===== src/hw/rtl/stq_pkg.sv =====
// package: types, constants and combine functions for the sparse table range query block
`timescale 1ns / 1ps
`default_nettype none

package stq_pkg;

  localparam int MAX_ELEMENTS = 1024;
  localparam int DATA_WIDTH   = 32;
  localparam int NUM_LEVELS   = 11;
  localparam int IDX_W        = 10;
  localparam int CNT_W        = 11;
  localparam int LVL_W        = 4;
  localparam int ADDR_W       = LVL_W + IDX_W;
  localparam int MEM_DEPTH    = NUM_LEVELS * MAX_ELEMENTS;
  localparam int OP_W         = 3;
  localparam int STATUS_W     = 2;

  localparam logic [OP_W-1:0] OP_UMIN = 3'd0;
  localparam logic [OP_W-1:0] OP_UMAX = 3'd1;
  localparam logic [OP_W-1:0] OP_SMIN = 3'd2;
  localparam logic [OP_W-1:0] OP_SMAX = 3'd3;
  localparam logic [OP_W-1:0] OP_AND  = 3'd4;
  localparam logic [OP_W-1:0] OP_OR   = 3'd5;

  localparam logic [STATUS_W-1:0] ST_OK        = 2'd0;
  localparam logic [STATUS_W-1:0] ST_RANGE     = 2'd1;
  localparam logic [STATUS_W-1:0] ST_NOT_BUILT = 2'd2;

  localparam logic KIND_LOAD  = 1'b0;
  localparam logic KIND_QUERY = 1'b1;

  typedef struct packed {
    logic                  kind;
    logic [DATA_WIDTH-1:0] value;
    logic                  last;
    logic [CNT_W-1:0]      left;
    logic [CNT_W-1:0]      right;
  } stq_item_t;

  typedef struct packed {
    logic [DATA_WIDTH-1:0] result;
    logic [STATUS_W-1:0]   status;
  } stq_rsp_t;

  typedef struct packed {
    logic load;
    logic query;
    logic build_read;
    logic level_next;
    logic build_done;
    logic result_load;
  } stq_cmd_t;

  typedef struct packed {
    logic lvl_empty;
    logic step_last;
    logic out_free;
  } stq_sts_t;

  function automatic logic [DATA_WIDTH-1:0] combine(input logic [DATA_WIDTH-1:0] a,
                                                    input logic [DATA_WIDTH-1:0] b,
                                                    input logic [OP_W-1:0] op);
    logic [DATA_WIDTH-1:0] r;
    case (op)
      OP_UMAX: r = (a > b) ? a : b;
      OP_SMIN: r = ($signed(a) < $signed(b)) ? a : b;
      OP_SMAX: r = ($signed(a) > $signed(b)) ? a : b;
      OP_AND:  r = a & b;
      OP_OR:   r = a | b;
      default: r = (a < b) ? a : b;
    endcase
    return r;
  endfunction

  function automatic logic [LVL_W-1:0] floor_log2(input logic [CNT_W-1:0] x);
    logic [LVL_W-1:0] k;
    k = '0;
    for (int i = 1; i < CNT_W; i++) begin
      if (x[i]) begin
        k = LVL_W'(i);
      end
    end
    return k;
  endfunction

endpackage

`default_nettype wire


===== src/hw/rtl/stq_ctrl.sv =====
// controller: sequences loads, table build levels and query results
`timescale 1ns / 1ps
`default_nettype none

module stq_ctrl (
  input  wire logic              clk,
  input  wire logic              rst,
  input  wire logic              item_valid,
  input  wire logic              item_kind,
  input  wire logic              item_last,
  output logic                   item_stall,
  input  wire stq_pkg::stq_sts_t sts,
  output stq_pkg::stq_cmd_t      cmd
);

  typedef enum logic [1:0] {
    S_IDLE,
    S_BUILD,
    S_DRAIN,
    S_RESULT
  } state_t;

  state_t state;
  state_t state_next;
  logic   accept;

  assign accept = item_valid && !item_stall;

  always_comb begin
    cmd             = '0;
    cmd.load        = accept && (item_kind == stq_pkg::KIND_LOAD);
    cmd.query       = accept && (item_kind == stq_pkg::KIND_QUERY);
    cmd.build_read  = (state == S_BUILD) && !sts.lvl_empty;
    cmd.build_done  = (state == S_BUILD) && sts.lvl_empty;
    cmd.level_next  = (state == S_DRAIN);
    cmd.result_load = (state == S_RESULT) && sts.out_free;
  end

  always_comb begin
    state_next = state;
    case (state)
      S_IDLE: begin
        if (cmd.load && item_last) begin
          state_next = S_BUILD;
        end else if (cmd.query) begin
          state_next = S_RESULT;
        end
      end
      S_BUILD: begin
        if (sts.lvl_empty) begin
          state_next = S_IDLE;
        end else if (sts.step_last) begin
          state_next = S_DRAIN;
        end
      end
      S_DRAIN: begin
        state_next = S_BUILD;
      end
      S_RESULT: begin
        if (sts.out_free) begin
          state_next = S_IDLE;
        end
      end
      default: begin
        state_next = S_IDLE;
      end
    endcase
  end

  always_ff @(posedge clk) begin
    if (rst) begin
      state      <= S_IDLE;
      item_stall <= 1'b0;
    end else begin
      state      <= state_next;
      item_stall <= (state_next != S_IDLE);
    end
  end

endmodule

`default_nettype wire


===== config.mk =====
export PLATFORM = sky130hd
export DESIGN_NAME = stq_ctrl
export DESIGN_NICKNAME = d
export VERILOG_FILES = /design/src/hw/rtl/stq_pkg.sv /design/src/hw/rtl/stq_ctrl.sv
export SDC_FILE = /design/constraint.sdc
export NUM_CORES = 1
export LEC_CHECK = 0
export ABC_AREA = 1
export BUFFER_PORTS_ARGS = -buffer_cell sky130_fd_sc_hd__buf_4
export CORE_AREA = 2 2 39 41
export CTS_CLUSTER_SIZE = 10
export DETAILED_ROUTE_END_ITERATION = 10
export DIE_AREA = 0 0 41 43
export GPL_TIMING_DRIVEN = 0
export REMOVE_ABC_BUFFERS = 1
export SLEW_MARGIN = 5
export SYNTH_ARGS = -nofsm -noshare
export SYNTH_HDL_FRONTEND = slang
export SYNTH_SLANG_ARGS = --single-unit

===== constraint.sdc =====
create_clock -name clk -period 1.1 [get_ports clk]
set_input_delay 0 -clock clk [delete_from_list [all_inputs] [get_ports clk]]
set_output_delay 0 -clock clk [all_outputs]
set_load 0.03 [all_outputs]

==> results.txt <==
----------------------------------------------------
[Worst setup path]
  Critical Path RT ... between 1000 and 1500 ps
  Biggest fanout along the worst timing path ... 3
  Critical path endpoint category ... output pin
  Type of origin of the critical path ... flip-flop
  Library cell contributing the largest single delay on the critical path ... sky130_fd_sc_hd__dfxtp_2
  Startpoint of the worst setup timing path ... state[0]
  CP dominant cell by count ... sky130_fd_sc_hd__inv_2
  Top Family by Delay on Critical Path ... flip-flops
  Arrival time of data at the critical path endpoint ... 1040 ps
  Beginning of the worst register-to-register path ... state[0]
  CP Cell Sequence ... inv_2 > nor2_4 > inv_2 > nor2_2 > buf_6
  Worst R2R Setup Slack ... around 80 ps
  Critical path start-end classification ... reg -> out
  WP buf/inv ... 3
  Crit-path max cell delay ... about 330 ps

[Place]
  Total instance count after detailed placement ... ~70
  Global placement routability congestion ... between 0.6 and 0.7
  Post-Place Cell Area ... about 340 sq um
  Number of port buffers ... 14

[Power]
  Leakage Power ... about 0.24 nW
  Overall power after layout ... roughly 0.88 mW
  Power per cell area ... ~2200 nW/um^2
  Worst supply voltage drop on vdd ... between 0.0009 and 0.001 V

[Synthesis]
  Synthesized instance count ... 39
  Synth top area share ... about 28%
  Yosys top cell by area ... sky130_fd_sc_hd__dfxtp_1
  Register area share after synthesis ... between 20 and 30%
  Syn Std Cell Area ... ~220 sq um
  Avg Inst Size Synth ... around 5.5 sq um
  Total of flip-flops plus latches after synthesis ... 3
  Top post-synthesis cells by area ... sky130_fd_sc_hd__dfxtp_1 (28%), sky130_fd_sc_hd__inv_1 (23%), sky130_fd_sc_hd__nand3_1 (12%), sky130_fd_sc_hd__nand2_1 (10%), sky130_fd_sc_hd__nor2_1 (10%)
  Synth cell types ... 11
  Yosys Warn Count ... 0

[Die]
  Horizontal die dimension ... 41 microns
  Die Footprint ... between 1500 and 2000 sq um
  Placeable Area ... roughly 1400 sq um
  Num rows ... 14
  Number of placed I/O pins ... 15
  Initial Util ... roughly 16%
  Vertical extent of the die ... 43 microns

[CTS]
  # H-tree levels ... 1
  Hold-fix buffer count after cts ... 0
  CTS tree ... done
  Maximum clock path buffer count ... 2
  Clk pin slew, worst setup/hold paths ... 40 ps
  Worst skew pair latency ... between 200 and 250 ps
  Clock buffer count from CTS ... 3
  Clk sink count ... 3
  Clock root buffer master ... sky130_fd_sc_hd__clkbuf_4

[Detailed routing]
  Iteration-0 DRC count of the detailed router ... 2
  Detail-routed via count per cell ... about 3.6
  Initial DRT Pass Iterations ... 4
  Routed WL ... around 530 microns
  Total via count after detailed routing ... 270
  WL/cell ... a little over 7 microns
  Final ANT Viol Nets ... 0
  Remaining DRCs ... 0

[Final layout]
  Area added between synthesis and finish ... 82.6%
  Nets@finish ... 67
  Final instance area ... just under 400 sq um
  Commonest non-fill, non-tap cells in the layout ... sky130_fd_sc_hd__buf_4 (14), sky130_fd_sc_hd__inv_1 (12), sky130_fd_sc_hd__nand2_1 (6), sky130_fd_sc_hd__nor2_1 (5), sky130_fd_sc_hd__nand3_1 (5)
  Antenna diode count ... 0
  Multi-input gate area ... 115 sq um
  Final core area utilization ... between 20% and 30%
  Seq. cell area ... approximately 63 sq um
  Final std cells w/o fill ... 74
  Most common cell after layout, fill and taps aside ... sky130_fd_sc_hd__buf_4
  Share of post-route cells with drive strength above 1 ... 44.8%
  Number of inserted filler cells in the final layout ... ~150

[Timing]
  Part of the cycle the worst path needs ... 94.7%
  Count of final hold-check violations ... 0
  Upper clock frequency limit ... a little under 1000 MHz
  Worst setup skew after layout ... roughly 5.5 ps
  WHS ... 14.6 ps
  Final setup fails ... 0
  Number of max-slew violations in the final report ... 0
  Setup repair after global routing missed its margin ... yes
  Worst slew slack as a fraction of its limit ... about nine tenths
  Minimum period implied by the final worst setup slack ... 1040 ps
  Slew at the pin closest to its max-slew limit ... 139 ps

[GRT]
  Remaining Overflow, GRT ... 0
  Total routing resource utilization after global routing ... approximately 7%
  Initial antenna violation count ... 0
  Number of global-route vias before repair ... just under 200
  Global-route wire length before repair ... 717 microns
  Maximum number of pins on one net before global-route repair ... 6

[Run]
  Max-cap violations ... 0

[Outcome]
  Outcome ... completed

[Hold path]
  Hold path start ... rst
  Class of the worst hold path ... in -> reg

----------------------------------------------------
per-stage QoR:
step,setup TNS [ps],setup slack (ps)
after global placement,0,202
after global routing,-46.1,-23.5
final,0,58.7
after CTS,0,14.4
after detailed placement,0,204
after floorplan,-25.7,-25.7
synthesized netlist by cell type:
master	count
sky130_fd_sc_hd__nand2_1	6
sky130_fd_sc_hd__nor2_2	1
sky130_fd_sc_hd__nor2_1	6
sky130_fd_sc_hd__dfxtp_1	3
sky130_fd_sc_hd__nor3_1	1
sky130_fd_sc_hd__inv_1	13
sky130_fd_sc_hd__nand3_2	1
sky130_fd_sc_hd__a21oi_1	1
sky130_fd_sc_hd__nand4_1	1
sky130_fd_sc_hd__nand3_1	5
sky130_fd_sc_hd__inv_2	1
report_power, final:
| part | switching, mW | internal, mW | total, mW |
|---|---|---|---|
| registers | 0.0408 | 0.158 | 0.199 |
| logic | 0.292 | 0.186 | 0.478 |
| clock network | 0.0642 | 0.136 | 0.201 |
| total | 0.397 | 0.480 | 0.878 |
state kept, by name (all words and copies together), names as in the netlist:
signal / cells
state: 2
item_stall: 1
cell families after synthesis:
| logic type | synth area share (%) |
|---|---|
| AOI/OAI and AO/OA | 2.32 |
| buffers and inverters | 24.4 |
| DFF | 27.9 |
| and+or+nand+nor | 45.3 |
cell type report:
cell class / instances / share of cell area [%]
Tap cell: 16 / 5.10
Inverter: 14 / 13.4
Multi-Input combinational cell: 22 / 29.3
Sequential cell: 3 / 15.9
Clock buffer: 4 / 6.69
Timing Repair Buffer: 15 / 29.6
tightest hold or removal path: cells and delay by family:
kind                   cells  cell delay, ps
buffers and inverters      3             150
and+or+nand+nor            1              60
per-layer routing:
metal	vias to the layer above	global-route usage (%)	routed length [microns]
met2	12	6.56	237
met1	107	8.33	223
li1	151	-	-
met4	0	10.0	0
met3	0	4.71	73
met5	-	0	0
final timing paths:
kind                end  cells past startpoint
max              cmd[3]                      5
min            state[0]                      4
max reg2reg  item_stall                      7
min reg2reg    state[0]                      5
what timing repair did:
action                                  4_1_cts  5_1_grt
pin swaps                                     0        2
gates resized for setup                       1        6
endpoints found under the setup margin        2        3
buffers inserted                              0        1
Note: power is estimated with default switching activity, not from simulation.
